--- src/hdl/hpq_pkg.sv ---
// ---------------------------------------------------------------------------
// hpq_pkg
// Shared types, codes and widths of the binary max-heap priority queue.
// ---------------------------------------------------------------------------
package hpq_pkg;

	localparam int unsigned DEPTH_DEF = 128;

	localparam int VALUE_W  = 32;
	localparam int COUNT_W  = 8;
	localparam int STATUS_W = 2;
	localparam int CAP_W    = 8;

	localparam logic [CAP_W-1:0] CAP_RESET = 8'd128;

	// Result status codes.
	localparam logic [STATUS_W-1:0] ST_DONE  = 2'd0;
	localparam logic [STATUS_W-1:0] ST_FULL  = 2'd1;
	localparam logic [STATUS_W-1:0] ST_EMPTY = 2'd2;

	// Request operation codes.
	localparam logic CMD_INSERT = 1'b0;
	localparam logic CMD_REMOVE = 1'b1;

	// Output tdata: count, top_valid, top_value, removed_value, zero fill.
	localparam int PAY_W   = COUNT_W + 1 + 2 * VALUE_W;
	localparam int TDATA_W = ((PAY_W + 7) / 8) * 8;

	typedef enum logic [2:0] {
		RA_ROOT,
		RA_PARENT,
		RA_LEFT,
		RA_RIGHT,
		RA_LAST
	} raddr_sel_t;

	typedef enum logic [1:0] {
		WD_CUR,
		WD_RDATA,
		WD_MVAL
	} wdata_sel_t;

	typedef enum logic [1:0] {
		IX_HOLD,
		IX_PARENT,
		IX_ZERO,
		IX_MIDX
	} idx_sel_t;

	typedef struct packed {
		logic       load;
		logic       rd_en;
		raddr_sel_t rd_sel;
		logic       wr_en;
		wdata_sel_t wr_sel;
		idx_sel_t   idx_sel;
		logic       cnt_inc;
		logic       cnt_dec;
		logic       set_full;
		logic       set_empty;
		logic       take_removed;
		logic       take_cur;
		logic       take_left;
		logic       take_right;
	} dp_cmd_t;

	typedef struct packed {
		logic is_remove;
		logic full;
		logic empty;
		logic idx_zero;
		logic up_gt;
		logic dn_leaf;
		logic dn_has_r;
		logic dn_r_wins;
		logic dn_gt;
	} dp_sts_t;

	typedef struct packed {
		logic [STATUS_W-1:0]       status;
		logic [COUNT_W-1:0]        count;
		logic                      top_valid;
		logic signed [VALUE_W-1:0] top_value;
		logic signed [VALUE_W-1:0] removed_value;
	} result_t;

endpackage

--- src/hdl/hpq_ctrl.sv ---
// ---------------------------------------------------------------------------
// hpq_ctrl
// Controller: sequences sift-up and sift-down over the heap datapath.
// ---------------------------------------------------------------------------
module hpq_ctrl (
	input  logic             clk,
	input  logic             arst_n,
	input  logic             accept,
	input  logic             out_free,
	input  hpq_pkg::dp_sts_t sts,
	output hpq_pkg::dp_cmd_t cmd,
	output logic             out_load,
	output logic             in_ready
);

	typedef enum logic [3:0] {
		S_IDLE,
		S_CHECK,
		S_UP_CHK,
		S_UP_CMP,
		S_RM_LAST,
		S_RM_CUR,
		S_DN_CHK,
		S_DN_LEFT,
		S_DN_RSEL,
		S_DN_CMP,
		S_FIN,
		S_OUT
	} state_t;

	state_t state_q;
	state_t state_d;
	logic   ready_q;

	always_comb begin
		state_d  = state_q;
		cmd      = '0;
		out_load = 1'b0;
		unique case (state_q)
			S_IDLE: begin
				if (accept) begin
					cmd.load = 1'b1;
					state_d  = S_CHECK;
				end
			end
			S_CHECK: begin
				if (sts.is_remove) begin
					if (sts.empty) begin
						cmd.set_empty = 1'b1;
						state_d       = S_FIN;
					end else begin
						cmd.rd_en  = 1'b1;
						cmd.rd_sel = hpq_pkg::RA_ROOT;
						state_d    = S_RM_LAST;
					end
				end else if (sts.full) begin
					cmd.set_full = 1'b1;
					state_d      = S_FIN;
				end else begin
					cmd.cnt_inc = 1'b1;
					state_d     = S_UP_CHK;
				end
			end
			S_UP_CHK: begin
				if (sts.idx_zero) begin
					cmd.wr_en  = 1'b1;
					cmd.wr_sel = hpq_pkg::WD_CUR;
					state_d    = S_FIN;
				end else begin
					cmd.rd_en  = 1'b1;
					cmd.rd_sel = hpq_pkg::RA_PARENT;
					state_d    = S_UP_CMP;
				end
			end
			S_UP_CMP: begin
				cmd.wr_en = 1'b1;
				if (sts.up_gt) begin
					cmd.wr_sel  = hpq_pkg::WD_RDATA;
					cmd.idx_sel = hpq_pkg::IX_PARENT;
					state_d     = S_UP_CHK;
				end else begin
					cmd.wr_sel = hpq_pkg::WD_CUR;
					state_d    = S_FIN;
				end
			end
			S_RM_LAST: begin
				cmd.take_removed = 1'b1;
				cmd.cnt_dec      = 1'b1;
				cmd.rd_en        = 1'b1;
				cmd.rd_sel       = hpq_pkg::RA_LAST;
				cmd.idx_sel      = hpq_pkg::IX_ZERO;
				state_d          = S_RM_CUR;
			end
			S_RM_CUR: begin
				cmd.take_cur = 1'b1;
				state_d      = S_DN_CHK;
			end
			S_DN_CHK: begin
				if (sts.dn_leaf) begin
					cmd.wr_en  = 1'b1;
					cmd.wr_sel = hpq_pkg::WD_CUR;
					state_d    = S_FIN;
				end else begin
					cmd.rd_en  = 1'b1;
					cmd.rd_sel = hpq_pkg::RA_LEFT;
					state_d    = S_DN_LEFT;
				end
			end
			S_DN_LEFT: begin
				cmd.take_left = 1'b1;
				if (sts.dn_has_r) begin
					cmd.rd_en  = 1'b1;
					cmd.rd_sel = hpq_pkg::RA_RIGHT;
					state_d    = S_DN_RSEL;
				end else begin
					state_d = S_DN_CMP;
				end
			end
			S_DN_RSEL: begin
				cmd.take_right = sts.dn_r_wins;
				state_d        = S_DN_CMP;
			end
			S_DN_CMP: begin
				cmd.wr_en = 1'b1;
				if (sts.dn_gt) begin
					cmd.wr_sel  = hpq_pkg::WD_MVAL;
					cmd.idx_sel = hpq_pkg::IX_MIDX;
					state_d     = S_DN_CHK;
				end else begin
					cmd.wr_sel = hpq_pkg::WD_CUR;
					state_d    = S_FIN;
				end
			end
			S_FIN: begin
				cmd.rd_en  = 1'b1;
				cmd.rd_sel = hpq_pkg::RA_ROOT;
				state_d    = S_OUT;
			end
			S_OUT: begin
				if (out_free) begin
					out_load = 1'b1;
					state_d  = S_IDLE;
				end
			end
			default: begin
				state_d = S_IDLE;
			end
		endcase
	end

	always_ff @(posedge clk or negedge arst_n) begin
		if (!arst_n) begin
			state_q <= S_IDLE;
			ready_q <= 1'b0;
		end else begin
			state_q <= state_d;
			ready_q <= (state_d == S_IDLE);
		end
	end

	assign in_ready = ready_q;

endmodule

--- config.mk ---
export PLATFORM = sky130hd
export DESIGN_NAME = hpq_ctrl
export DESIGN_NICKNAME = d
export VERILOG_FILES = /design/src/hdl/hpq_pkg.sv /design/src/hdl/hpq_ctrl.sv
export SDC_FILE = /design/constraint.sdc
export NUM_CORES = 1
export LEC_CHECK = 0
export ABC_AREA = 1
export BUFFER_PORTS_ARGS = -buffer_cell sky130_fd_sc_hd__buf_2
export CORE_AREA = 2 2 39 41
export CTS_BUF_LIST = sky130_fd_sc_hd__clkbuf_8
export DETAILED_ROUTE_END_ITERATION = 12
export DIE_AREA = 0 0 41 43
export GPL_TIMING_DRIVEN = 0
export PLACE_DENSITY = 0.76
export SKIP_CTS_REPAIR_TIMING = 1
export SYNTH_ARGS = -nofsm -noshare
export SYNTH_HDL_FRONTEND = slang
export SYNTH_SLANG_ARGS = --single-unit
--- constraint.sdc ---
create_clock -name clk -period 3.5 [get_ports clk]
set_input_delay 0.175 -clock clk [delete_from_list [all_inputs] [get_ports clk]]
set_output_delay 0.175 -clock clk [all_outputs]
set_load 0.01 [all_outputs]
==> impl_metrics.yaml, run 1 <==
yosys:
  async_reset_ff_frac: 1.000
  synth_top_area_frac: 0.2304
  syn-cell-area_um2: 543.0
  ys_seq_area_frac: 0.2304
  synth_area_per_cell_um2: 5.656
  ys_types: 15
  synthCells: 96
  ys.flop_type: "dfrtp_1"
  yosys-top-cells-area: "dfrtp_1 23%, nand2_1 18%, inv_1 12%"
  ys_warn_count: 0
  synth_top_cell_by_area: "dfrtp_1"
  synthTopCellsByCount: "26 x nand2_1, 18 x inv_1, 17 x nor2_1, 13 x nand3_1, 5 x dfrtp_1"
  synth-seq-cells: 5
  synthMostInstantiatedCell: "nand2_1"
  syn_nets: 109
  synth-edff-count: 0
timing:
  fin_crit_sh: 0.4729
  max_freq_mhz: 604.2
  drv_slew: 0
  relSlewSlack: 0.7708
  skew_ps: 2.343
  hold_violations: 0
  hold_ws_ps: 323.9
  setup_viol: 0
  rsz0062_at_grt: "no"
  tightest_slew_ps: 343.5
  min_period_ps: 1655
  finalSetupTns_ps: 0
status:
  outcome: "completed"
global_route:
  grt_max_degree: 9
  grt_use_total: 0.1709
  overflow: 0
  grt_pass1_wl_mm: 2.125
  antenna_found_initial: 0
  grt_pass1_vias: 580
detailed_routing:
  drc: 0
  drt_first_pass_iters: 4
  totalWireLength_mm: 1.379
  vias_per_cell: 4.758
  vias: 709
  wl_per_cell_um: 9.255
  drt_iter0_markers: 17
  drtAntennaViolNets: 0
setup_path:
  critPathKind: "reg -> out"
  crit_path_start_kind: "register"
  startpoint: "state_q[2]$_DFF_PN0_"
  r2r_cells: 6
  cp_max_fo: 8
  rr_endpoint: "in_ready$_DFF_PN0_"
  crit_end: "cmd[16]"
  crit_arrival_ps: 1480
  cp.required_ps: 3320
  r2r-start: "state_q[2]$_DFF_PN0_"
  r2r_slack_ps: 2180
  crit_path_end_kind: "output port"
cells_and_area:
  multiInputGateArea_um2: 342.8
  drive_gt1_frac: 0.3308
  num-fill-cells: 152
  antenna_cells: 0
  final_net_count: 147
  final-seq-area_um2: 125.1
  area_delta_synth_final_pct: 43.32
clock_tree:
  cts_root_buf: "clkbuf_8"
  clk_pin_slew_ps: 30
  cts_tree: "built"
  cts_buffers: 3
  cts_htree_levels: 1
  clk_latency_ps: 220
  cts_max_path_buffers: 2
  cts.sinks: 5
worst_hold_path:
  hold_class: "in -> async"
die:
  core_area_um2: 1384
  rows: 14
  die_h_um: 43
  start_util: 0.3924
  die_x_um: 41
  ios: 33
  die_area_um2: 1763
power:
  pwr-share-comb: 0.646
  ir_drop_mv: 0.4107
  p_leak_nw: 0.5731
  powerDensity_nw_per_um2: 812.2
  power_mw: 0.6321
  p_int_mw: 0.3088
  clkPwrFrac: 0.159
  seqPwrFrac: 0.196
  p_sw_frac: 0.5116
  power_switching_mw: 0.3234
placement:
  gp_congestion: 0.8356
  port_buffers: 32
  dp_hpwl_mm: 1.155
run:
  cap_violations: 0
-- critical path, cell delays in order, from the launching register on --
cell	delay (ps)
dfrtp_1	410
nor2_2	320
nand2_1	160
o21ai_2	150
nor2_1	50
nand2_1	50
buf_2	120
-- power groups by stage --
stage	combinational (mW)	clock, mW	sequential [mW]
4_1_cts	0.411	0.104	0.123
5_1_grt	0.462	0.109	0.128
2_1_floorplan	0.295	0	0.121
3_5_place_dp	0.410	0	0.123
6_report	0.408	0.100	0.124
3_3_place_gp	0.407	0	0.122
-- sequential cells by signal, indices dropped and copies added, names as in the netlist --
signal / count
state_q: 4
in_ready: 1
-- cells in the final DEF (no fill, tap or decap), types with 2 or more instances in the layout --
master	n
buf_2	32
nand2_1	26
inv_1	19
nor2_1	17
nand3_1	13
dfrtp_1	5
nor2_4	3
clkbuf_8	3
nand2_2	2
nor2_2	2
nand3b_1	2
nor3_1	2
nand4_1	2
-- through the flow --
stage / area (um^2) / util / std cells / worst slack (ps)
floorplan: 543.0 / - / 96 / 2220
global placement: 723.2 / 0.5226 / 144 / 2114
detailed placement: 723.2 / 0.5226 / 144 / 2078
CTS: 768.2 / 0.5552 / 148 / 1841
global route: 778.2 / 0.5624 / 149 / 1774
finish: 778.2 / 0.5624 / 149 / 1845
-- worst min-delay path by stage --
stage            from  depth (start not counted)  slack (ps)                    to
2_1_floorplan  arst_n                          0        -120    in_ready$_DFF_PN0_
3_3_place_gp   arst_n                          1         -10  state_q[2]$_DFF_PN0_
3_5_place_dp   arst_n                          1          -7  state_q[2]$_DFF_PN0_
4_1_cts        arst_n                          1        -240  state_q[2]$_DFF_PN0_
5_1_grt        arst_n                          2         320  state_q[2]$_DFF_PN0_
6_report       arst_n                          2         320  state_q[2]$_DFF_PN0_
-- kinds of logic (layout without fill, tap and decap cells) --
kind of cell | after synthesis | after routing | synth area share
AO/OA/AOI/OAI | 2 | 2 | 0.02534
flip-flops | 5 | 5 | 0.2304
buffers and inverters | 19 | 56 | 0.1382
AND/OR/NAND/NOR | 70 | 70 | 0.6060
-- layout make-up --
class,count,share of cell area
multi-input combinational,72,0.4405
timing repair buffer,33,0.2186
inverter,18,0.08682
tap,16,0.02572
sequential,5,0.1608
clock inverter,1,0.004823
buffer,1,0.009646
clock buffer,3,0.05305
-- routing by layer --
metal,GRT usage,vias up,wire (um)
met5,0,-,0
met4,0.02000,0,0
met3,0.06283,0,98
met2,0.2625,26,670
met1,0.2303,312,610
li1,-,371,-
Note: power is estimated with default switching activity, not from simulation.
==> run 2: changes to the inputs <==
==> constraint.sdc (replaced) <==
create_clock -name clk -period 1.6 [get_ports clk]
set_input_delay 0.08 -clock clk [delete_from_list [all_inputs] [get_ports clk]]
set_output_delay 0.08 -clock clk [all_outputs]
set_load 0.01 [all_outputs]
==> run 2 against run 1 <==
  * Sequential cell count unchanged
  * Final area increased by 2.9%
  * Worst hold slack got worse by 120 ps
  * Combinational power increased by 130%
  * Sequential share of layout area decreased by 0.14 points
  * Register-to-register slack got worse by 2000 ps
  * Non-clock buffer count increased by 2
  * Die area unchanged
  * Clock skew decreased by 0.81 ps
  * First-iteration DRC count decreased by 35%
  * Largest cell class unchanged
  * Largest power group unchanged
==> impl_metrics.yaml, run 2 (synthesized netlist as in run 1, its figures left out) <==
status:
  outcome: "completed"
setup_path:
  r2r-start: "state_q[2]$_DFF_PN0_"
  startpoint: "state_q[2]$_DFF_PN0_"
  crit_end: "cmd[16]"
  critPathKind: "reg -> out"
  crit_arrival_ps: 1430
  critPathMaxStageDelay_ps: 440
  cp.required_ps: 1520
  rr_endpoint: "in_ready$_DFF_PN0_"
  crit_path_start_kind: "register"
  crit_path_end_kind: "output port"
  cp_max_fo: 5
  r2r_slack_ps: 180
  r2r_cells: 9
  crit_chain: "inv_2 > nor2_4 > buf_4 > nand2_2 > nand3_1 > nor2_1 > nand2_1 > buf_2"
  crit_slowest_cell: "dfrtp_2"
placement:
  port_buffers: 32
  gp_congestion: 0.8356
  placed_cells: 144
  dp_hpwl_mm: 1.155
  dpl_worst_slack_ps: 272.8
timing:
  rsz0062_at_grt: "no"
  min_period_ps: 1508
  fin_crit_sh: 0.9424
  relSlewSlack: 0.8388
  hold_violations: 0
  skew_ps: 1.536
  drv_slew: 0
  finalSetupTns_ps: 0
  fin_ws_ps: 92.18
  hold_ws_ps: 204.1
  tightest_slew_ps: 241.6
  setup_viol: 0
  max_freq_mhz: 663.2
cells_and_area:
  drive_gt1_frac: 0.3630
  final_net_count: 149
  largest_reg_flops: 4
  largest-register: "state_q"
  layout_common_cells: "32 x buf_2, 26 x nand2_1, 18 x inv_1"
  antenna_cells: 0
  area_delta_synth_final_pct: 47.47
  fin_cells: 151
  mostFrequentLayoutCell: "buf_2"
global_route:
  grt_pass1_wl_mm: 2.125
  grt_pass1_vias: 580
  overflow: 0
  grt_max_degree: 9
  grt_use_total: 0.1709
  antenna_found_initial: 0
clock_tree:
  cts_root_buf: "clkbuf_8"
  clk_latency_ps: 220
  cts.sinks: 5
  cts_max_path_buffers: 2
  clk_pin_slew_ps: 30
  cts_buffers: 3
  cts_tree: "built"
  cts_htree_levels: 1
die:
  start_util: 0.3924
  die_x_um: 41
  ios: 33
  die_h_um: 43
  die_area_um2: 1763
  core_area_um2: 1384
  rows: 14
power:
  powerDensity_nw_per_um2: 1792
  p_leak_nw: 0.5819
  ir_drop_mv: 0.9951
detailed_routing:
  drc: 0
  vias_per_cell: 4.742
  drt_first_pass_iters: 4
  drtAntennaViolNets: 0
  wl_per_cell_um: 9.185
  vias: 716
  drt_iter0_markers: 11
  totalWireLength_mm: 1.387
run:
  cap_violations: 0
worst_hold_path:
  hold_class: "in -> async"
run 2: cell types whose count changed in the layout (fill, tap and decap cells not counted), sizes merged:
cell,change
buf,+2
run 2: routing by layer:
layer / track usage / vias up / routed length, um
met5: 0 / - / 0
met2: 0.2625 / 24 / 672
met1: 0.2303 / 317 / 634
met4: 0.02000 / 0 / 0
li1: - / 375 / -
met3: 0.06283 / 0 / 80
run 2: cell type report:
cell class	instances	area, um^2
flip-flops and latches	5	127.6
repair buffers	35	185.2
inverters	18	67.56
clock inverters	1	3.754
fillers	148	583.1
plain buffers	1	7.507
multi-input cells	72	347.8
well taps	16	20.02
clock buffers	3	41.29
run 2: worst min-delay path by stage:
| stage | from | slack (ps) | to | cells past startpoint |
|---|---|---|---|---|
| floorplan | arst_n | -220 | in_ready$_DFF_PN0_ | 0 |
| global placement | arst_n | -110 | state_q[2]$_DFF_PN0_ | 1 |
| detailed placement | arst_n | -100 | state_q[2]$_DFF_PN0_ | 1 |
| CTS | arst_n | -330 | state_q[2]$_DFF_PN0_ | 1 |
| global route | arst_n | 210 | state_q[2]$_DFF_PN0_ | 2 |
| finish | arst_n | 200 | state_q[3]$_DFF_PN0_ | 2 |
run 2: power by group:
| group | total (mW) | leakage (nW) | switching [mW] | internal, mW |
|---|---|---|---|---|
| logic | 0.932 | 0.495 | 0.584 | 0.348 |
| clock network | 0.218 | 0.0269 | 0.0542 | 0.164 |
| registers | 0.285 | 0.0604 | 0.0854 | 0.200 |
run 2: critical path: cells and delay by family, from the launching register on:
kind | cells | cell delay, ps
simple gates | 5 | 420
buf+inv | 3 | 360
flops | 1 | 440
run 2: per-stage QoR:
| step | utilization | total power, mW | area, um^2 |
|---|---|---|---|
| final | 0.5787 | 1.435 | 800.8 |
| after global routing | 0.5787 | 1.585 | 800.8 |
| after CTS | 0.5552 | 1.396 | 768.2 |
| after detailed placement | 0.5226 | 1.167 | 723.2 |
| after global placement | 0.5226 | 1.158 | 723.2 |
| after floorplan | - | 0.9104 | 543.0 |
==> run 3: changes to the inputs <==
==> constraint.sdc (replaced) <==
create_clock -name clk -period 1.6 [get_ports clk]
set_input_delay 0.08 -clock clk [delete_from_list [all_inputs] [get_ports clk]]
set_output_delay 0.08 -clock clk [all_outputs]
set_load 0.02 [all_outputs]
==> run 3 against run 2 <==
  * Routed wire length is 2.7% higher
  * Final area up 0.78%
  * Global-route usage stayed put
  * Clock-buffer cell count unchanged
  * Sequential share of layout area barely moved
  * Critical path type unchanged
  * Largest power group unchanged
  * Highest routed layer unchanged
==> impl_metrics.yaml, run 3 (synthesized netlist as in run 1, its figures left out) <==
status:
  outcome: "completed"
cells_and_area:
  layout_common_cells: "32 x buf_2, 26 x nand2_1, 18 x inv_1"
  largest-register: "state_q"
  largest_reg_flops: 4
  area_delta_synth_final_pct: 48.62
  num-fill-cells: 149
  drive_gt1_frac: 0.3704
  fin_cells: 151
  mostFrequentLayoutCell: "buf_2"
  antenna_cells: 0
  utilization: 0.5832
  final_net_count: 149
die:
  core_area_um2: 1384
  die_h_um: 43
  rows: 14
  ios: 33
  die_area_um2: 1763
  start_util: 0.3924
  die_x_um: 41
detailed_routing:
  vias_per_cell: 4.689
  drc: 0
  drt_first_pass_iters: 4
  vias: 708
  totalWireLength_mm: 1.424
  drt_iter0_markers: 19
  drtAntennaViolNets: 0
  wl_per_cell_um: 9.430
power:
  power_mw: 1.556
  p_leak_nw: 0.5818
  powerDensity_nw_per_um2: 1928
  ir_drop_mv: 1.027
clock_tree:
  cts_root_buf: "clkbuf_8"
  cts_buffers: 3
  clk_pin_slew_ps: 30
  cts_max_path_buffers: 2
  cts.sinks: 5
  cts_htree_levels: 1
  cts_tree: "built"
  clk_latency_ps: 220
placement:
  gp_congestion: 0.8356
  dp_hpwl_mm: 1.155
  dpl_worst_slack_ps: 239.1
  placed_cells: 144
  port_buffers: 32
timing:
  setup_viol: 0
  skew_ps: 1.427
  drv_slew: 0
  finalSetupTns_ps: 0
  fin_crit_sh: 0.9578
  relSlewSlack: 0.8496
  tightest_slew_ps: 223.6
  rsz0062_at_grt: "no"
  hold_violations: 0
  min_period_ps: 1533
  fin_ws_ps: 67.49
  max_freq_mhz: 652.5
run:
  cap_violations: 0
worst_hold_path:
  hold_class: "in -> async"
setup_path:
  critical_path_buf_inv_count: 3
  crit_arrival_ps: 1450
  critPathKind: "reg -> out"
  r2r_slack_ps: 160
  rr_endpoint: "in_ready$_DFF_PN0_"
  crit_slowest_cell: "dfrtp_2"
  cp_max_fo: 5
  path_delay_family: "flip-flops"
  r2r-start: "state_q[2]$_DFF_PN0_"
  critPathMaxStageDelay_ps: 450
  crit_path_start_kind: "register"
  crit_path_end_kind: "output port"
  crit_chain: "inv_2 > nor2_4 > buf_4 > nand2_2 > nand3_1 > nor2_1 > nand2_1 > buf_2"
  cp.required_ps: 1520
  r2r_cells: 9
global_route:
  grt_pass1_wl_mm: 2.125
  grt_use_total: 0.1709
  antenna_found_initial: 0
  overflow: 0
  grt_max_degree: 9
  grt_pass1_vias: 580
run 3: cell types whose count changed in the layout (fill, tap and decap cells not counted):
cell / change
nor2_4: +1
dfrtp_1: -1
dfrtp_2: +1
nor2_2: -1
run 3: through the flow:
step / hold slack (ps) / instance area, um^2
after floorplan: -215.6 / 543.0
final: 204.2 / 807.0
after CTS: -334.0 / 768.2
after global routing: 207.7 / 807.0
after detailed placement: -102.1 / 723.2
after global placement: -107.1 / 723.2
run 3: routing by layer:
metal / vias to the layer above / global-route usage / routed length [um]
li1: 375 / - / -
met1: 302 / 0.2303 / 606
met2: 31 / 0.2625 / 701
met3: 0 / 0.06283 / 116
met4: 0 / 0.02000 / 0
met5: - / 0 / 0
run 3: cell type report:
type	instances	area (um^2)	share of cell area
Buffer	1	7.507	0.009302
Clock buffer	3	41.29	0.05116
Clock inverter	1	3.754	0.004651
Inverter	18	67.56	0.08372
Multi-Input combinational cell	72	352.8	0.4372
Sequential cell	5	128.9	0.1597
Tap cell	16	20.02	0.02481
Timing Repair Buffer	35	185.2	0.2295
run 3: worst max-delay path by stage:
stage / start / endpoint / slack [ps] / cells after the start
floorplan: state_q[2]$_DFF_PN0_ / cmd[16] / 230 / 8
detailed placement: state_q[2]$_DFF_PN0_ / cmd[16] / 240 / 6
finish: state_q[2]$_DFF_PN0_ / cmd[16] / 70 / 8
global route: state_q[2]$_DFF_PN0_ / cmd[16] / 0.08 / 8
global placement: state_q[2]$_DFF_PN0_ / cmd[16] / 280 / 6
CTS: state_q[2]$_DFF_PN0_ / cmd[16] / 2 / 6
run 3: power breakdown:
| group | switching, mW | internal [mW] | total, mW |
|---|---|---|---|
| combinational | 0.689 | 0.355 | 1.04 |
| clock | 0.0543 | 0.164 | 0.218 |
| sequential | 0.0912 | 0.202 | 0.294 |
| total | 0.834 | 0.721 | 1.56 |
